<file path="src/rtl/sik_pkg.sv">
// ---------------------------------------------------------------------------
// sik_pkg: shared types and constants of the swerve inverse kinematics
// Fixed point formats, CORDIC angle table, stage payload structs.
// ---------------------------------------------------------------------------
package sik_pkg;

    localparam int FRAC_BITS     = 16;
    localparam int CORDIC_STAGES = 16;
    localparam int NUM_WHEELS    = 3;

    localparam int XW     = 44;              // CORDIC x/y width
    localparam int ZW     = 22;              // CORDIC angle width
    localparam int VW     = 41;              // wheel velocity width
    localparam int MW     = 43;              // magnitude width
    localparam int RW     = 23;              // radius width
    localparam int ANG_W  = 19;
    localparam int RATE_W = 31;
    localparam int STAMP_W = 63;
    localparam int LOW_W  = RATE_W - FRAC_BITS;   // dividend bits still to shift in
    localparam int REM_W  = RW + 1;
    localparam int DIV_STEPS = RATE_W;

    localparam logic [29:0] INV_GAIN_Q30 = 30'd652032874;
    localparam longint PI_Q30 = 64'd3373259426;
    localparam int Q30_SH = 30 - FRAC_BITS;

    localparam logic signed [ZW-1:0] PI_FRAC =
        ZW'((PI_Q30 + (64'd1 << (Q30_SH - 1))) >> Q30_SH);

    localparam longint ATAN_Q30 [24] = '{
        843314857, 497837829, 263043837, 133525159, 67021687, 33543516,
        16775851, 8388437, 4194283, 2097149, 1048576, 524288,
        262144, 131072, 65536, 32768, 16384, 8192,
        4096, 2048, 1024, 512, 256, 128
    };

    localparam logic [RATE_W-1:0] RATE_MAX = '1;

    typedef enum logic [2:0] {
        CFG_W0_X   = 3'd0,
        CFG_W0_Y   = 3'd1,
        CFG_W1_X   = 3'd2,
        CFG_W1_Y   = 3'd3,
        CFG_W2_X   = 3'd4,
        CFG_W2_Y   = 3'd5,
        CFG_RADIUS = 3'd6
    } t_cfg_reg;

    typedef struct packed {
        logic               vld;
        logic [1:0]         wheel;
        logic               last;
        logic [STAMP_W-1:0] stamp;
        logic               nul;
    } t_tag;

    typedef struct packed {
        t_tag                    tag;
        logic                    sat;
        logic signed [ANG_W-1:0] angle;
    } t_dside;

    function automatic logic signed [ZW-1:0] atan_frac(input int i);
        atan_frac = ZW'((ATAN_Q30[i] + (64'd1 << (Q30_SH - 1))) >> Q30_SH);
    endfunction

endpackage

</file>
<file path="src/rtl/sik_cordic_cell.sv">
// ---------------------------------------------------------------------------
// sik_cordic_cell: one vectoring CORDIC micro-rotation
// Rotates (x, y) towards the x axis and accumulates the angle.
// ---------------------------------------------------------------------------
module sik_cordic_cell (
    input  logic                          i_clk,
    input  logic                          i_rst_n,
    input  logic                          i_en,
    input  logic [4:0]                    i_shift,
    input  logic signed [sik_pkg::ZW-1:0] i_atan,
    input  sik_pkg::t_tag                 i_tag,
    input  logic signed [sik_pkg::XW-1:0] i_x,
    input  logic signed [sik_pkg::XW-1:0] i_y,
    input  logic signed [sik_pkg::ZW-1:0] i_z,
    output sik_pkg::t_tag                 o_tag,
    output logic signed [sik_pkg::XW-1:0] o_x,
    output logic signed [sik_pkg::XW-1:0] o_y,
    output logic signed [sik_pkg::ZW-1:0] o_z
);
    sik_pkg::t_tag                 r_tag;
    logic signed [sik_pkg::XW-1:0] r_x, r_y, n_x, n_y, xs, ys;
    logic signed [sik_pkg::ZW-1:0] r_z, n_z;

    always_comb begin
        xs = i_x >>> i_shift;
        ys = i_y >>> i_shift;
        if (i_y > 0) begin
            n_x = i_x + ys;
            n_y = i_y - xs;
            n_z = i_z + i_atan;
        end else begin
            n_x = i_x - ys;
            n_y = i_y + xs;
            n_z = i_z - i_atan;
        end
    end

    always_ff @(posedge i_clk) begin
        if (!i_rst_n) begin
            r_tag <= '0;
        end else if (i_en) begin
            r_tag <= i_tag;
        end
    end

    always_ff @(posedge i_clk) begin
        if (i_en) begin
            r_x <= n_x;
            r_y <= n_y;
            r_z <= n_z;
        end
    end

    assign o_tag = r_tag;
    assign o_x   = r_x;
    assign o_y   = r_y;
    assign o_z   = r_z;
endmodule

</file>
<file path="config.mk">
export PLATFORM = sky130hd
export DESIGN_NAME = sik_cordic_cell
export DESIGN_NICKNAME = d
export VERILOG_FILES = /design/src/rtl/sik_pkg.sv /design/src/rtl/sik_cordic_cell.sv
export SDC_FILE = /design/constraint.sdc
export NUM_CORES = 1
export LEC_CHECK = 0
export BUFFER_PORTS_ARGS = -buffer_cell sky130_fd_sc_hd__clkbuf_2
export CAP_MARGIN = 25
export CORE_MARGIN = 3
export CORE_UTILIZATION = 40
export CTS_CLUSTER_SIZE = 28
export DETAILED_ROUTE_END_ITERATION = 12
export SLEW_MARGIN = 30
export SYNTH_ARGS = -nofsm -noshare
export SYNTH_HDL_FRONTEND = slang
export SYNTH_SLANG_ARGS = --single-unit
</file>
<file path="constraint.sdc">
create_clock -name i_clk -period 7.6 [get_ports i_clk]
set_input_delay 1.14 -clock i_clk [delete_from_list [all_inputs] [get_ports i_clk]]
set_output_delay 1.14 -clock i_clk [all_outputs]
set_load 0.01 [all_outputs]
</file>
==> results.md <==
Critical path
• input pin to register — type of the worst setup path
• o_tag[10] — Worst R2R End
• 7550 ps — critical path data arrival time
• 2 — number of cells on the worst reg-to-reg path
• 6890 ps — register-to-register setup slack
• input pin — startpoint kind of the worst setup timing path
• o_tag[10] — startpoint of the lowest-slack register-to-register path
• register — CP Capture Type
• 41 — crit-path max FO
• 7870 ps — required time at the endpoint of the critical path

Global route
• 129,000 um — wire length of the first global-routing pass
• 20,500 — vias in the first global route
• 5 — antenna violations before repair
• 0.301 — GRT Total Usage
• 0 — total overflow reported by the global router
• 135 — pin count of the biggest net entering global routing

Place
• -2.63 ps — worst setup timing slack at the placement stage
• 385 — number of port buffers
• 69,000 um — HPWL after detailed placement
• 1.07 — GP Congestion

Clock tree
• 0 — Post-CTS Setup Bufs
• 17 — CTS buffer count
• 4 — CTS H-Tree Depth
• 80 ps — post-CTS clock slew at the launch and capture registers of the worst setup and hold paths
• 2 — Clock Tree Buf Depth
• 0 — number of buffers added to fix hold violations after cts
• 178 — Clock Sink Count
• 470 ps — clock latency on the worst-skew pair
• 0 — PostCTS Resize Cnt
• built — CTS tree
• sky130_fd_sc_hd__clkbuf_16 — root buf cell

Finish
• 15,500 um^2 — area taken by multi-input logic gates
• 4,953 — fill cell total of the finished layout
• 18.7% — P&R area growth vs syn
• 3,005 — number of nets in the layout
• 4660 um^2 — storage element area
• 0.295 — share of layout cells above drive strength 1

Pwr
• 189 nW/um^2 — PD cells
• 0.0107 uW — Leakage Power
• 161 uV — IR drop worst, VDD

Logic synthesis
• sky130_fd_sc_hd__edfxtp_1 — Top FF cell, synth
• 157 x sky130_fd_sc_hd__a21oi_1, 153 x sky130_fd_sc_hd__nor2_1, 145 x sky130_fd_sc_hd__mux2i_1, 145 x sky130_fd_sc_hd__nand2_1, 133 x sky130_fd_sc_hd__o21ai_0 — ranking of synthesized cells by instance count
• 21,000 um^2 — Mapped Area
• 2,590 — net count after synthesis
• 0 — Warnings, synthesis
• sky130_fd_sc_hd__a21oi_1 — most frequent cell after synthesis
• sky130_fd_sc_hd__edfxtp_1 16%, sky130_fd_sc_hd__mux4_2 13%, sky130_fd_sc_hd__ha_1 7.1% — largest cells by area after synthesis
• sky130_fd_sc_hd__edfxtp_1 — dominant cell type by area after synthesis
• 0.222 — fraction of the yosys area taken by sequential cells
• 110 — number of flops mapped to enable cells by yosys
• 0.157 — post-synth top area share
• 0 — fraction of registers with async set or reset after synthesis
• 93 — unique cell type count in the Yosys netlist
• 2,259 — count of mapped cells out of synthesis
• 178 — flops & latches, synth
• 9.30 um^2 — mean cell area of the mapped netlist

Timing
• 0 — final count of hold timing violations
• 0 — count of final max-slew check failures
• 0 ps — total negative setup slack
• 877 ps — slew at the pin closest to its max-slew limit
• 520 ps — final hold slack
• 137 MHz — maximum operating frequency
• 7280 ps — final critical path time including I/O delays and setup
• 0 — Setup-failing EPs final
• 0.409 — max_slew headroom
• 0.958 — crit share post-route
• no — unrepaired setup endpoints after global routing
• 0 ps — worst clock skew
• 320 ps — fin worst setup slack

Route
• 25.6 um — average wire per cell in the routed design
• 6.24 — DR vias/cell
• 2,111 — Detailed Route Iter0 Violations
• 0 — DRC Markers
• 0 — post-route ant nets
• 9 — Pre-Repair DR Iteration Count
• 21,000 — via count
• 86,300 um — wirelength, routed

Floorplan
• 0.407 — starting utilization of the core area
• 235 um — die extent in y
• 51,600 um^2 — Core Footprint
• 83 — row count
• 55,300 um^2 — DIE AREA
• 235 um — Die Width
• 386 — IO Pins

Worst hold path
• register to register — type of the tightest min-delay check
• 2 — Min-Delay Path Depth
• o_tag[52] — hold path startpoint
• o_tag[52] — Hold Path Sink

Job
• 0 — Maximum Capacitance Violations

Status
• finished clean — outcome

logic make-up (layout without fill, tap and decap cells):
logic type | after synthesis | after routing | synth area share
AND/OR/NAND/NOR | 633 | 633 | 0.155
AO/OA/AOI/OAI | 609 | 609 | 0.191
multiplexers | 330 | 330 | 0.234
XOR/XNOR | 201 | 201 | 0.0838
buffers and inverters | 185 | 613 | 0.0395
flip-flops | 178 | 178 | 0.222
adder cells (fa/ha/maj) | 123 | 123 | 0.0743
other | 0 | 2 | 0
per-layer routing:
layer  track usage  vias to the layer above  routed length [um]
met3        0.0650                      240                7670
li1              -                     9449                   -
met1         0.370                    10100               33400
met4         0.152                        4                4860
met2         0.499                     1241               40300
met5             0                        -                  34
worst max path at each step:
stage / to / startpoint / cells after the start
final: o_y[43] / i_shift[0] / 26
after global routing: o_y[37] / i_shift[0] / 25
after CTS: o_y[43] / i_shift[0] / 26
after detailed placement: o_y[37] / i_shift[0] / 25
after global placement: o_y[43] / i_shift[1] / 24
after floorplan: o_y[37] / i_shift[2] / 22
flip-flops by register name, indices dropped and copies added (netlist names):
signal and flops:
o_tag 68, o_x 44, o_y 44, o_z 22
stage by stage:
stage               total power (uW)  cell area, um^2   util  cells
finish                          4710            24900  0.483   3369
global route                    5000            24900  0.483   3367
CTS                             4730            24900  0.483   3367
detailed placement              3800            24400  0.472   3335
global placement                3780            24400  0.472   3335
floorplan                       2910            21000      -   2259
layout by cell type, fill, tap and decap left out, drive strengths merged, types with 61 or more instances in the layout:
cell | Yosys | layout
clkbuf | 66 | 397
a21oi | 157 | 157
nor2 | 153 | 153
buf | 70 | 152
mux2i | 145 | 145
nand2 | 145 | 145
o21ai | 136 | 136
mux4 | 123 | 123
ha | 120 | 120
xnor2 | 112 | 112
edfxtp | 110 | 110
nor2b | 96 | 96
xor2 | 89 | 89
dfxtp | 68 | 68
mux2 | 62 | 62
a21o | 61 | 61
inv | 48 | 61
critical path: stages:
cell and delay, ps:
sky130_fd_sc_hd__buf_4 540, sky130_fd_sc_hd__buf_4 310, sky130_fd_sc_hd__mux4_2 550, sky130_fd_sc_hd__a21oi_1 170
sky130_fd_sc_hd__or4_1 150, sky130_fd_sc_hd__inv_1 40, sky130_fd_sc_hd__nor2_1 390, sky130_fd_sc_hd__ha_1 240
sky130_fd_sc_hd__and3_1 240, sky130_fd_sc_hd__and2_1 210, sky130_fd_sc_hd__a21oi_1 100, sky130_fd_sc_hd__xnor2_1 390
sky130_fd_sc_hd__ha_1 340, sky130_fd_sc_hd__a211oi_1 310, sky130_fd_sc_hd__o21bai_1 160, sky130_fd_sc_hd__o21ai_0 170
sky130_fd_sc_hd__a21oi_1 110, sky130_fd_sc_hd__a2111oi_0 520, sky130_fd_sc_hd__buf_4 210, sky130_fd_sc_hd__nor3_1 60
sky130_fd_sc_hd__buf_4 150, sky130_fd_sc_hd__o2111ai_1 290, sky130_fd_sc_hd__a21oi_1 140, sky130_fd_sc_hd__o21ai_0 170
sky130_fd_sc_hd__a21oi_1 90, sky130_fd_sc_hd__xnor2_1 270
where the power goes:
part	internal [uW]	leakage [uW]	switching [uW]	total, uW
clock	443	0.000292	456	899
combinational	1030	0.00876	1430	2450
sequential	1300	0.00164	63.8	1360
total	2760	0.0107	1950	4710
cell type report:
class	instances	share of cell area
Clock buffer	17	0.0171
Inverter	49	0.00738
Antenna cell	2	0.000201
Sequential cell	178	0.187
Multi-Input combinational cell	1896	0.623
Clock inverter	15	0.00622
Tap cell	680	0.0341
Timing Repair Buffer	532	0.125
Power figures use the tool's default switching activity.
