`config.mk`:
```
export PLATFORM = sky130hd
export DESIGN_NAME = sik_div_cell
export DESIGN_NICKNAME = d
export VERILOG_FILES = /design/src/rtl/sik_pkg.sv /design/src/rtl/sik_div_cell.sv
export SDC_FILE = /design/constraint.sdc
export NUM_CORES = 1
export LEC_CHECK = 0
export BUFFER_PORTS_ARGS = -buffer_cell sky130_fd_sc_hd__clkbuf_2
export CAP_MARGIN = 20
export CELL_PAD_IN_SITES_DETAIL_PLACEMENT = 1
export CELL_PAD_IN_SITES_GLOBAL_PLACEMENT = 1
export CORE_MARGIN = 2
export CORE_UTILIZATION = 37
export CTS_CLUSTER_DIAMETER = 150
export DETAILED_ROUTE_END_ITERATION = 16
export PLACE_DENSITY = 0.95
export SLEW_MARGIN = 40
export SYNTH_ARGS = -nofsm -noshare
export SYNTH_HDL_FRONTEND = slang
export SYNTH_SLANG_ARGS = --single-unit
```
`constraint.sdc`:
```
create_clock -name i_clk -period 5.8 [get_ports i_clk]
set_input_delay 0.58 -clock i_clk [delete_from_list [all_inputs] [get_ports i_clk]]
set_output_delay 0.58 -clock i_clk [all_outputs]
set_load 0.01 [all_outputs]
```
`src/rtl/sik_pkg.sv`:
```
// ---------------------------------------------------------------------------
// sik_pkg: shared types and constants of the swerve inverse kinematics
// Fixed point formats, CORDIC angle table, stage payload structs.
// ---------------------------------------------------------------------------
package sik_pkg;

    localparam int FRAC_BITS     = 16;
    localparam int CORDIC_STAGES = 16;
    localparam int NUM_WHEELS    = 3;

    localparam int XW     = 44;              // CORDIC x/y width
    localparam int ZW     = 22;              // CORDIC angle width
    localparam int VW     = 41;              // wheel velocity width
    localparam int MW     = 43;              // magnitude width
    localparam int RW     = 23;              // radius width
    localparam int ANG_W  = 19;
    localparam int RATE_W = 31;
    localparam int STAMP_W = 63;
    localparam int LOW_W  = RATE_W - FRAC_BITS;   // dividend bits still to shift in
    localparam int REM_W  = RW + 1;
    localparam int DIV_STEPS = RATE_W;

    localparam logic [29:0] INV_GAIN_Q30 = 30'd652032874;
    localparam longint PI_Q30 = 64'd3373259426;
    localparam int Q30_SH = 30 - FRAC_BITS;

    localparam logic signed [ZW-1:0] PI_FRAC =
        ZW'((PI_Q30 + (64'd1 << (Q30_SH - 1))) >> Q30_SH);

    localparam longint ATAN_Q30 [24] = '{
        843314857, 497837829, 263043837, 133525159, 67021687, 33543516,
        16775851, 8388437, 4194283, 2097149, 1048576, 524288,
        262144, 131072, 65536, 32768, 16384, 8192,
        4096, 2048, 1024, 512, 256, 128
    };

    localparam logic [RATE_W-1:0] RATE_MAX = '1;

    typedef enum logic [2:0] {
        CFG_W0_X   = 3'd0,
        CFG_W0_Y   = 3'd1,
        CFG_W1_X   = 3'd2,
        CFG_W1_Y   = 3'd3,
        CFG_W2_X   = 3'd4,
        CFG_W2_Y   = 3'd5,
        CFG_RADIUS = 3'd6
    } t_cfg_reg;

    typedef struct packed {
        logic               vld;
        logic [1:0]         wheel;
        logic               last;
        logic [STAMP_W-1:0] stamp;
        logic               nul;
    } t_tag;

    typedef struct packed {
        t_tag                    tag;
        logic                    sat;
        logic signed [ANG_W-1:0] angle;
    } t_dside;

    function automatic logic signed [ZW-1:0] atan_frac(input int i);
        atan_frac = ZW'((ATAN_Q30[i] + (64'd1 << (Q30_SH - 1))) >> Q30_SH);
    endfunction

endpackage

```
`src/rtl/sik_div_cell.sv`:
```
// ---------------------------------------------------------------------------
// sik_div_cell: one restoring division step
// Shifts in one dividend bit, trial-subtracts the radius, emits a quotient bit.
// ---------------------------------------------------------------------------
module sik_div_cell (
    input  logic                             i_clk,
    input  logic                             i_rst_n,
    input  logic                             i_en,
    input  logic [sik_pkg::RW-1:0]           i_radius,
    input  sik_pkg::t_dside                  i_side,
    input  logic [sik_pkg::REM_W-1:0]        i_rem,
    input  logic [sik_pkg::LOW_W-1:0]        i_low,
    input  logic [sik_pkg::RATE_W-1:0]       i_quo,
    output sik_pkg::t_dside                  o_side,
    output logic [sik_pkg::REM_W-1:0]        o_rem,
    output logic [sik_pkg::LOW_W-1:0]        o_low,
    output logic [sik_pkg::RATE_W-1:0]       o_quo
);
    sik_pkg::t_dside                  r_side;
    logic [sik_pkg::REM_W-1:0]        r_rem, n_rem, trial;
    logic [sik_pkg::LOW_W-1:0]        r_low;
    logic [sik_pkg::RATE_W-1:0]       r_quo;
    logic                             qbit;

    always_comb begin
        trial = {i_rem[sik_pkg::REM_W-2:0], i_low[sik_pkg::LOW_W-1]};
        qbit  = (trial >= {1'b0, i_radius});
        n_rem = qbit ? (trial - {1'b0, i_radius}) : trial;
    end

    always_ff @(posedge i_clk) begin
        if (!i_rst_n) begin
            r_side <= '0;
        end else if (i_en) begin
            r_side <= i_side;
        end
    end

    always_ff @(posedge i_clk) begin
        if (i_en) begin
            r_rem <= n_rem;
            r_low <= {i_low[sik_pkg::LOW_W-2:0], 1'b0};
            r_quo <= {i_quo[sik_pkg::RATE_W-2:0], qbit};
        end
    end

    assign o_side = r_side;
    assign o_rem  = r_rem;
    assign o_low  = r_low;
    assign o_quo  = r_quo;
endmodule

```
==> results of run 1 <==
[final cells by class]
| class | instances | area (um2) |
|---|---|---|
| diodes | 2 | 5.00 |
| clock buffers | 20 | 479 |
| clock inverters | 12 | 96.3 |
| fillers | 2063 | 8720 |
| inverters | 29 | 109 |
| multi-input cells | 385 | 2820 |
| flip-flops and latches | 157 | 3830 |
| well taps | 229 | 287 |
| repair buffers | 342 | 1730 |
[cell families (layout without fill, tap and decap cells)]
logic type / after synthesis / in the layout / share of synthesized area [%]
multiplexers: 92 / 92 / 13.5
AND/OR/NAND/NOR: 162 / 162 / 12.8
buffers and inverters: 55 / 403 / 3.13
AO/OA/AOI/OAI: 86 / 86 / 7.70
XOR/XNOR: 20 / 20 / 2.55
flip-flops: 157 / 157 / 55.8
other: 1 / 3 / 0.0546
adder cells (fa/ha/maj): 24 / 24 / 4.48
[power by group through the flow]
stage	Clock (mW)	Sequential, mW	Combinational [mW]
3_3_place_gp	0	1.31	0.474
4_1_cts	1.11	1.29	0.504
6_report	1.08	1.29	0.500
5_1_grt	1.16	1.30	0.546
3_5_place_dp	0	1.32	0.499
2_1_floorplan	0	1.36	0.222
[state kept, by name, summed over array words and instances (netlist names)]
name    count
o_side     88
o_quo      31
o_rem      24
o_low      14
[final timing paths]
check,end,slack [ns]
hold reg to reg,o_side[57],0.52
hold / removal,o_quo[18],0.33
setup / recovery,o_rem[13],2.76
setup reg to reg,o_side[77],5.01
[worst max-delay path, cell delays in order]
cell	delay, ns
clkbuf_2	0.09
inv_1	0.05
ha_1	0.24
fa_1	0.42
nand2b_1	0.19
a21oi_1	0.31
a41oi_1	0.10
o311ai_2	0.37
a2111oi_4	0.12
buf_4	0.29
inv_2	0.10
mux2_1	0.33
[synthesized netlist by cell type, types with 4 or more instances]
| cell type | count |
|---|---|
| a211oi_1 | 4 |
| a21o_1 | 6 |
| a21oi_1 | 24 |
| a31oi_1 | 4 |
| buf_1 | 4 |
| buf_2 | 4 |
| clkbuf_1 | 17 |
| dfxtp_1 | 88 |
| edfxtp_1 | 69 |
| ha_1 | 23 |
| inv_1 | 28 |
| mux2i_1 | 88 |
| nand2_1 | 36 |
| nand2b_1 | 7 |
| nor2_1 | 16 |
| nor2b_1 | 89 |
| o21ai_0 | 35 |
| xnor2_1 | 10 |
| xor2_1 | 10 |
[metal layers]
layer | track usage [%] | wire length, um | vias to the layer above
li1 | - | - | 2748
met1 | 22.7 | 8300 | 2762
met2 | 40.1 | 11400 | 232
met3 | 6.70 | 1480 | 47
met4 | 9.99 | 817 | 2
met5 | 0 | 13 | -
[cell usage in the layout (no fill, tap or decap), types with 2 or more instances in the layout]
| cell | netlist | routed |
|---|---|---|
| nor3_1 | 2 | 2 |
| mux2_2 | 3 | 3 |
| or3_1 | 2 | 2 |
| edfxtp_1 | 69 | 69 |
| nor2b_1 | 89 | 89 |
| nand3_1 | 3 | 3 |
| a221oi_1 | 2 | 2 |
| a31oi_1 | 4 | 4 |
| nand4_1 | 3 | 3 |
| a21oi_1 | 24 | 24 |
| ha_1 | 23 | 23 |
| a21o_1 | 6 | 6 |
| inv_1 | 28 | 28 |
| buf_4 | 1 | 4 |
| diode_2 | 0 | 2 |
| clkinv_2 | 0 | 2 |
| xor2_1 | 10 | 10 |
| dfxtp_1 | 88 | 88 |
| xnor2_1 | 10 | 10 |
| o21ai_0 | 35 | 35 |
| nor2_1 | 16 | 16 |
| clkbuf_16 | 0 | 19 |
| inv_6 | 0 | 5 |
| clkbuf_2 | 0 | 337 |
| a211oi_1 | 4 | 4 |
| nand2_1 | 36 | 36 |
| mux2i_1 | 88 | 88 |
| nand2b_1 | 7 | 7 |
| clkinvlp_4 | 0 | 3 |
==> results.py, run 1 <==
metrics = {
    "timing": {
        "hold_slack_ns": 0.328,
        "report.final.slew_viol_count": 0,
        "rsz0062_at_grt": "false",
        "period_needed_ns": 3.04,
        "clock.fmax_mhz": 329,
        "min_period_over_period_pct": 52.4,
        "tightestPinTransition_ns": 0.714,
        "finClkSkew_ns": 0,
        "finalSetupViolCount": 0,
        "setup_ws_ns": 2.76,
        "hold_violations": 0,
        "finalSetupTns_ns": 0,
        "slew-limit-headroom_pct": 52.4,
    },
    "cells_and_area": {
        "drive_gt1_share_pct": 40.3,
        "utilization_pct": 51.8,
        "final_nets": 1140,
        "fin_area_um2": 9360,
        "final_cell_count_no_fill": 1176,
        "area_delta_synth_final_pct": 36.3,
    },
    "power": {
        "pwr-share-clk_pct": 37.7,
        "p_int_mw": 2.08,
        "power_frac_seq_pct": 44.9,
        "finalPower_mw": 2.88,
        "ir_drop_uv": 187,
        "pwr-share-comb_pct": 17.4,
        "p_sw_mw": 0.795,
        "switching_share_pct": 27.6,
        "p_leak_nw": 4.53,
        "p_per_area_nw_per_um2": 307,
    },
    "yosys": {
        "syn_nets": 805,
        "syn_inst": 597,
        "post_synth.cell_area_avg_um2": 11.5,
        "async_flop_share_pct": 0,
        "ys_top_cells_by_area": "edfxtp_1 30%, dfxtp_1 26%, mux2i_1 13%",
        "synth_cell_type_count": 45,
        "syn-cell-area_um2": 6870,
        "synth_top_area_share_pct": 30.2,
        "yosysWarnings": 0,
        "synth_seq_cells": 157,
        "synth_edf_count": 69,
        "yosys.area.top_type": "edfxtp_1",
        "ys_seq_area_share_pct": 55.8,
        "synth_top_flop_cell": "dfxtp_1",
    },
    "hold_path": {
        "hold_depth": 1,
        "hold_start": "i_quo[17]",
        "min_path_type": "input pin to flop",
    },
    "drt": {
        "drcViolationCount": 0,
        "drtIter0Drc": 143,
        "dr.pass1.iters": 6,
        "routed_via_density": 4.92,
        "postRouteAntennaNets": 0,
        "routed-via-count": 5791,
        "routed_wl_um": 22000,
        "post_drt_wl_per_cell_um": 18.7,
    },
    "floorplanning": {
        "core_region_area_um2": 18100,
        "rows": 49,
        "die-width_um": 140,
        "die-area_um2": 19700,
        "num_io_pins": 342,
        "die_h_um": 140,
        "start_util_pct": 38.0,
    },
    "setup_path": {
        "r2r_start": "o_side[77]",
        "end_kind": "flop",
        "reg2reg_depth": 2,
        "cp_max_fo": 45,
        "path_class": "input pin to flop",
        "setup.worst_path.start_class": "input pin",
        "critPathLaunch": "i_low[14]",
        "worstPathRequired_ns": 5.97,
        "worstPathArrival_ns": 3.20,
    },
    "place": {
        "dp_slack_ns": 2.38,
        "place_congestion": 0.800,
        "place_hpwl_um": 17100,
        "place_area_um2": 8780,
        "dp_cells": 1142,
        "io_buffers": 338,
    },
    "global_route": {
        "antenna_found_initial": 3,
        "grt_usage_pct": 21.8,
        "first_global_vias": 6181,
        "grt_max_degree": 89,
        "grt_overflow_total": 0,
        "grt_pass1_wl_um": 33000,
    },
    "clock_network": {
        "cts_resized": 0,
        "h-tree-depth": 4,
        "cts_buffers": 17,
        "cts_tree": "built",
        "cts_buffer_depth": 2,
        "cts_sinks": 157,
        "cts_hold_buf": 0,
        "ctsRootBufferMaster": "clkbuf_16",
        "path_clk_slew_ns": 0.07,
        "clkLatencyLatePin_ns": 0.42,
        "postCtsSetupBuffers": 0,
    },
    "run_status": {
        "outcome": "finished, final reports clean",
    },
    "job": {
        "maxCapViolCount": 0,
    },
}
Power figures use the tool's default switching activity.
==> run 2: changes to the inputs <==
- CORE_UTILIZATION: 37 -> 31
- PLACE_DENSITY: 0.95 -> 0.89
- clock period: 5.8 -> 2.4 ns (I/O delays scaled with it)
==> results.py, run 2 (same netlist as run 1, synthesis figures left out) <==
metrics = {
    "run_status": {
        "outcome": "finished, final reports clean",
    },
    "cells_and_area": {
        "largest_reg_flops": 88,
        "drive_gt1_share_pct": 43.1,
        "final_cell_count_no_fill": 1339,
        "multi_input_area_um2": 2830,
        "mostFrequentLayoutCell": "clkbuf_2",
        "layout_common_cells": "337 x clkbuf_2, 89 x nor2b_1, 88 x mux2i_1, 88 x dfxtp_1, 75 x buf_4",
        "area_delta_synth_final_pct": 51.7,
        "n_fill_cell": 2504,
        "final_nets": 1253,
        "register_area_um2": 3830,
    },
    "place": {
        "dp_cells": 1264,
        "dp_slack_ns": -0.498,
        "io_buffers": 338,
        "place_congestion": 0.880,
        "place_hpwl_um": 18100,
    },
    "floorplanning": {
        "die_h_um": 153,
        "die-width_um": 153,
        "num_io_pins": 342,
        "core_region_area_um2": 21800,
        "rows": 54,
        "die-area_um2": 23400,
        "start_util_pct": 31.5,
    },
    "hold_path": {
        "hold-path-endpoint": "o_quo[15]",
        "hold_start": "i_quo[14]",
        "min_path_type": "input pin to flop",
        "hold_depth": 1,
    },
    "setup_path": {
        "cp_top_family": "compound AO/OA/AOI/OAI gates",
        "r2r-end": "o_side[32]",
        "rrSetupSlack_ns": 1.67,
        "crit_chain": "clkbuf_2 -> inv_1 -> ha_1 -> fa_1 -> nand2b_1 -> a21oi_2 -> a41oi_1 -> o311ai_2 -> a2111oi_4 -> buf_4 -> inv_2 -> mux2_1",
        "r2r_start": "o_side[32]",
        "worst_path_largest_cell_delay_ns": 0.40,
        "path_buf_inv": 4,
        "cp_max_fo": 9,
        "setup.worst_path.start_class": "input pin",
        "worstPathRequired_ns": 2.57,
        "slowest_stage": "fa_1",
        "end_kind": "flop",
        "path_class": "input pin to flop",
        "reg2reg_depth": 2,
        "worstPathArrival_ns": 2.47,
    },
    "timing": {
        "report.final.slew_viol_count": 0,
        "period_needed_ns": 2.30,
        "clock.fmax_mhz": 434,
        "setup_ws_ns": 0.0956,
        "hold_slack_ns": 0.0248,
        "finClkSkew_ns": 0,
        "finalSetupViolCount": 0,
        "hold_violations": 0,
        "rsz0062_at_grt": "true",
        "finalSetupTns_ns": 0,
        "min_period_over_period_pct": 96.0,
    },
    "clock_network": {
        "ctsRootBufferMaster": "clkbuf_16",
        "h-tree-depth": 4,
        "cts_tree": "built",
        "path_clk_slew_ns": 0.07,
        "cts_buffer_depth": 2,
        "cts_sinks": 157,
        "cts_buffers": 17,
        "clkLatencyLatePin_ns": 0.41,
    },
    "global_route": {
        "grt_overflow_total": 0,
        "first_global_vias": 6891,
        "grt_pass1_wl_um": 36600,
        "antenna_found_initial": 2,
        "grt_max_degree": 46,
        "grt_usage_pct": 20.0,
    },
    "drt": {
        "routed_via_density": 4.67,
        "routed_wl_um": 23800,
        "routed-via-count": 6255,
        "dr.pass1.iters": 4,
        "drcViolationCount": 0,
        "post_drt_wl_per_cell_um": 17.7,
        "postRouteAntennaNets": 0,
        "drtIter0Drc": 209,
    },
    "power": {
        "p_leak_nw": 5.08,
        "p_per_area_nw_per_um2": 703,
        "ir_drop_uv": 392,
        "finalPower_mw": 7.33,
    },
    "job": {
        "maxCapViolCount": 0,
    },
}
==> run 2: power by group <==
group / switching (mW) / internal, mW
combinational: 0.738 / 0.690
clock: 1.18 / 1.59
sequential: 0.0921 / 3.03
==> run 2: what timing repair did <==
item                                    4_1_cts  5_1_grt
buffers inserted                              2        0
endpoints found under the setup margin        3        4
gates resized for setup                       0        2
pin swaps                                     1        1
hold endpoints to repair                     39        1
hold buffers                                 39        1
==> run 2: how the worst max path moves through the flow <==
stage                 startpoint        end  slack, ns  cells after the start
floorplan              i_low[14]  o_rem[13]       0.02                     10
global placement    i_radius[15]   o_rem[8]      -0.35                      9
detailed placement  i_radius[11]   o_rem[5]      -0.50                     10
CTS                    i_low[14]  o_rem[13]       0.11                     12
global route           i_low[14]  o_rem[13]     -0.003                     12
finish                 i_low[14]  o_rem[13]        0.1                     12
==> run 2: layout make-up <==
cell class	instances	area share, %
Antenna cell	1	0.0240
Clock buffer	19	4.25
Clock inverter	13	1.46
Inverter	29	1.04
Multi-Input combinational cell	385	27.1
Sequential cell	157	36.8
Tap cell	280	3.36
Timing Repair Buffer	455	25.9
==> run 2: metal layers <==
metal / up-vias / GRT usage (%) / share of wire, %
met2: 262 / 38.2 / 53
li1: 2973 / - / -
met1: 2962 / 20.5 / 37
met3: 56 / 5.50 / 6.4
met5: - / 0 / 0.055
met4: 2 / 7.58 / 2.9
==> run 2: stage by stage <==
step / instance area (um2) / util [%]
floorplan: 6880 / -
global placement: 9410 / 43.1
detailed placement: 9410 / 43.1
CTS: 10400 / 47.7
global route: 10400 / 47.8
finish: 10400 / 47.8
==> run 3: changes to the inputs <==
- CELL_PAD_IN_SITES_DETAIL_PLACEMENT: 1 -> 0
==> results.py, run 3 (same netlist as run 1, synthesis figures left out) <==
metrics = {
    "timing": {
        "clock.fmax_mhz": 439,
        "finalSetupViolCount": 0,
        "hold_slack_ns": 0.0559,
        "finClkSkew_ns": 0,
        "period_needed_ns": 2.28,
        "hold_violations": 0,
        "rsz0062_at_grt": "false",
        "min_period_over_period_pct": 94.8,
        "report.final.slew_viol_count": 0,
    },
    "floorplanning": {
        "die-area_um2": 23400,
        "rows": 54,
        "die-width_um": 153,
        "die_h_um": 153,
        "num_io_pins": 342,
        "start_util_pct": 31.5,
        "core_region_area_um2": 21800,
    },
    "global_route": {
        "grt_max_degree": 46,
        "grt_overflow_total": 0,
        "grt_usage_pct": 17.0,
        "first_global_vias": 5962,
        "antenna_found_initial": 1,
        "grt_pass1_wl_um": 31400,
    },
    "hold_path": {
        "hold-path-endpoint": "o_quo[4]",
        "hold_depth": 1,
        "min_path_type": "input pin to flop",
        "hold_start": "i_quo[3]",
    },
    "power": {
        "power_frac_seq_pct": 42.6,
        "pwr-share-comb_pct": 18.9,
        "p_sw_mw": 1.95,
        "switching_share_pct": 26.6,
        "ir_drop_uv": 390,
        "p_int_mw": 5.37,
        "finalPower_mw": 7.32,
        "pwr-share-clk_pct": 38.5,
        "p_leak_nw": 5.11,
        "p_per_area_nw_per_um2": 699,
    },
    "setup_path": {
        "r2r-end": "o_side[56]",
        "crit_chain": "clkbuf_2 -> inv_1 -> ha_1 -> fa_1 -> nand2b_1 -> a21oi_2 -> a41oi_1 -> o311ai_2 -> a2111oi_4 -> buf_4 -> inv_2 -> mux2_1",
        "cp_top_family": "compound AO/OA/AOI/OAI gates",
        "path_buf_inv": 4,
        "reg2reg_depth": 2,
        "worstPathRequired_ns": 2.57,
        "rrSetupSlack_ns": 1.77,
        "worstPathArrival_ns": 2.44,
        "end_kind": "flop",
        "r2r_start": "o_side[56]",
        "critPathLaunch": "i_low[14]",
        "setup.worst_path.start_class": "input pin",
        "cp_max_fo": 7,
        "slowest_stage": "fa_1",
        "worst_path_largest_cell_delay_ns": 0.40,
        "path_class": "input pin to flop",
    },
    "place": {
        "place_congestion": 0.880,
        "place_hpwl_um": 15500,
        "io_buffers": 338,
        "place_area_um2": 9410,
    },
    "run_status": {
        "outcome": "finished, final reports clean",
    },
    "cells_and_area": {
        "mostFrequentLayoutCell": "clkbuf_2",
        "fin_area_um2": 10500,
        "area_delta_synth_final_pct": 52.5,
        "drive_gt1_share_pct": 43.1,
        "final_nets": 1256,
        "utilization_pct": 48.0,
        "layout_common_cells": "337 x clkbuf_2, 89 x nor2b_1, 88 x mux2i_1, 88 x dfxtp_1, 76 x buf_4",
        "largest_reg_flops": 88,
    },
    "drt": {
        "post_drt_wl_per_cell_um": 15.0,
        "drtIter0Drc": 268,
        "drcViolationCount": 0,
        "postRouteAntennaNets": 0,
        "routed_wl_um": 20100,
        "routed-via-count": 5946,
        "dr.pass1.iters": 4,
        "routed_via_density": 4.43,
    },
    "clock_network": {
        "h-tree-depth": 4,
        "cts_buffer_depth": 2,
        "clkLatencyLatePin_ns": 0.42,
        "ctsRootBufferMaster": "clkbuf_16",
        "path_clk_slew_ns": 0.07,
        "cts_buffers": 17,
        "cts_sinks": 157,
        "cts_tree": "built",
    },
    "job": {
        "maxCapViolCount": 0,
    },
}
run 3: repair_timing:
item	4_1_cts	5_1_grt
gates resized for setup	0	1
buffers inserted	3	0
hold buffers	42	0
pin swaps	1	0
setup endpoints to repair	2	3
hold endpoints to repair	42	0
run 3: final cells by class:
cell class / instances / area [um2]
Multi-Input combinational cell: 385 / 2830
Fill cell: 2016 / 11300
Antenna cell: 1 / 2.50
Timing Repair Buffer: 458 / 2730
Tap cell: 280 / 350
Sequential cell: 157 / 3830
Clock buffer: 21 / 504
Inverter: 29 / 109
Clock inverter: 11 / 115
run 3: power by group through the flow:
stage	Combinational (mW)	Clock, mW	Sequential (mW)
floorplan	0.537	0	3.28
global placement	1.30	0	3.17
detailed placement	1.32	0	3.17
CTS	1.39	2.92	3.12
global route	1.51	3.03	3.14
finish	1.38	2.82	3.12
run 3: through the flow:
| step | setup WS [ns] | instances | TNS, ns |
|---|---|---|---|
| after detailed placement | -0.453 | 1264 | -9.62 |
| final | 0.124 | 1342 | 0 |
| after global placement | -0.352 | 1264 | -7.55 |
| after CTS | 0.140 | 1341 | 0 |
| after floorplan | 0.0164 | 597 | 0 |
| after global routing | 0.00688 | 1341 | 0 |
run 3: worst max path at each step:
stage	endpoint	slack (ns)	cells past startpoint
finish	o_rem[13]	0.12	12
global route	o_rem[13]	0.007	12
CTS	o_rem[13]	0.14	12
detailed placement	o_rem[6]	-0.45	10
global placement	o_rem[8]	-0.35	9
floorplan	o_rem[13]	0.02	10
run 3: per-layer routing:
metal | GRT usage, % | wire, um | vias to the layer above
met1 | 20.4 | 8340 | 2686
met3 | 4.25 | 1380 | 32
met5 | 0 | 0 | -
met4 | 6.83 | 472 | 0
met2 | 29.3 | 9940 | 247
li1 | - | - | 2981
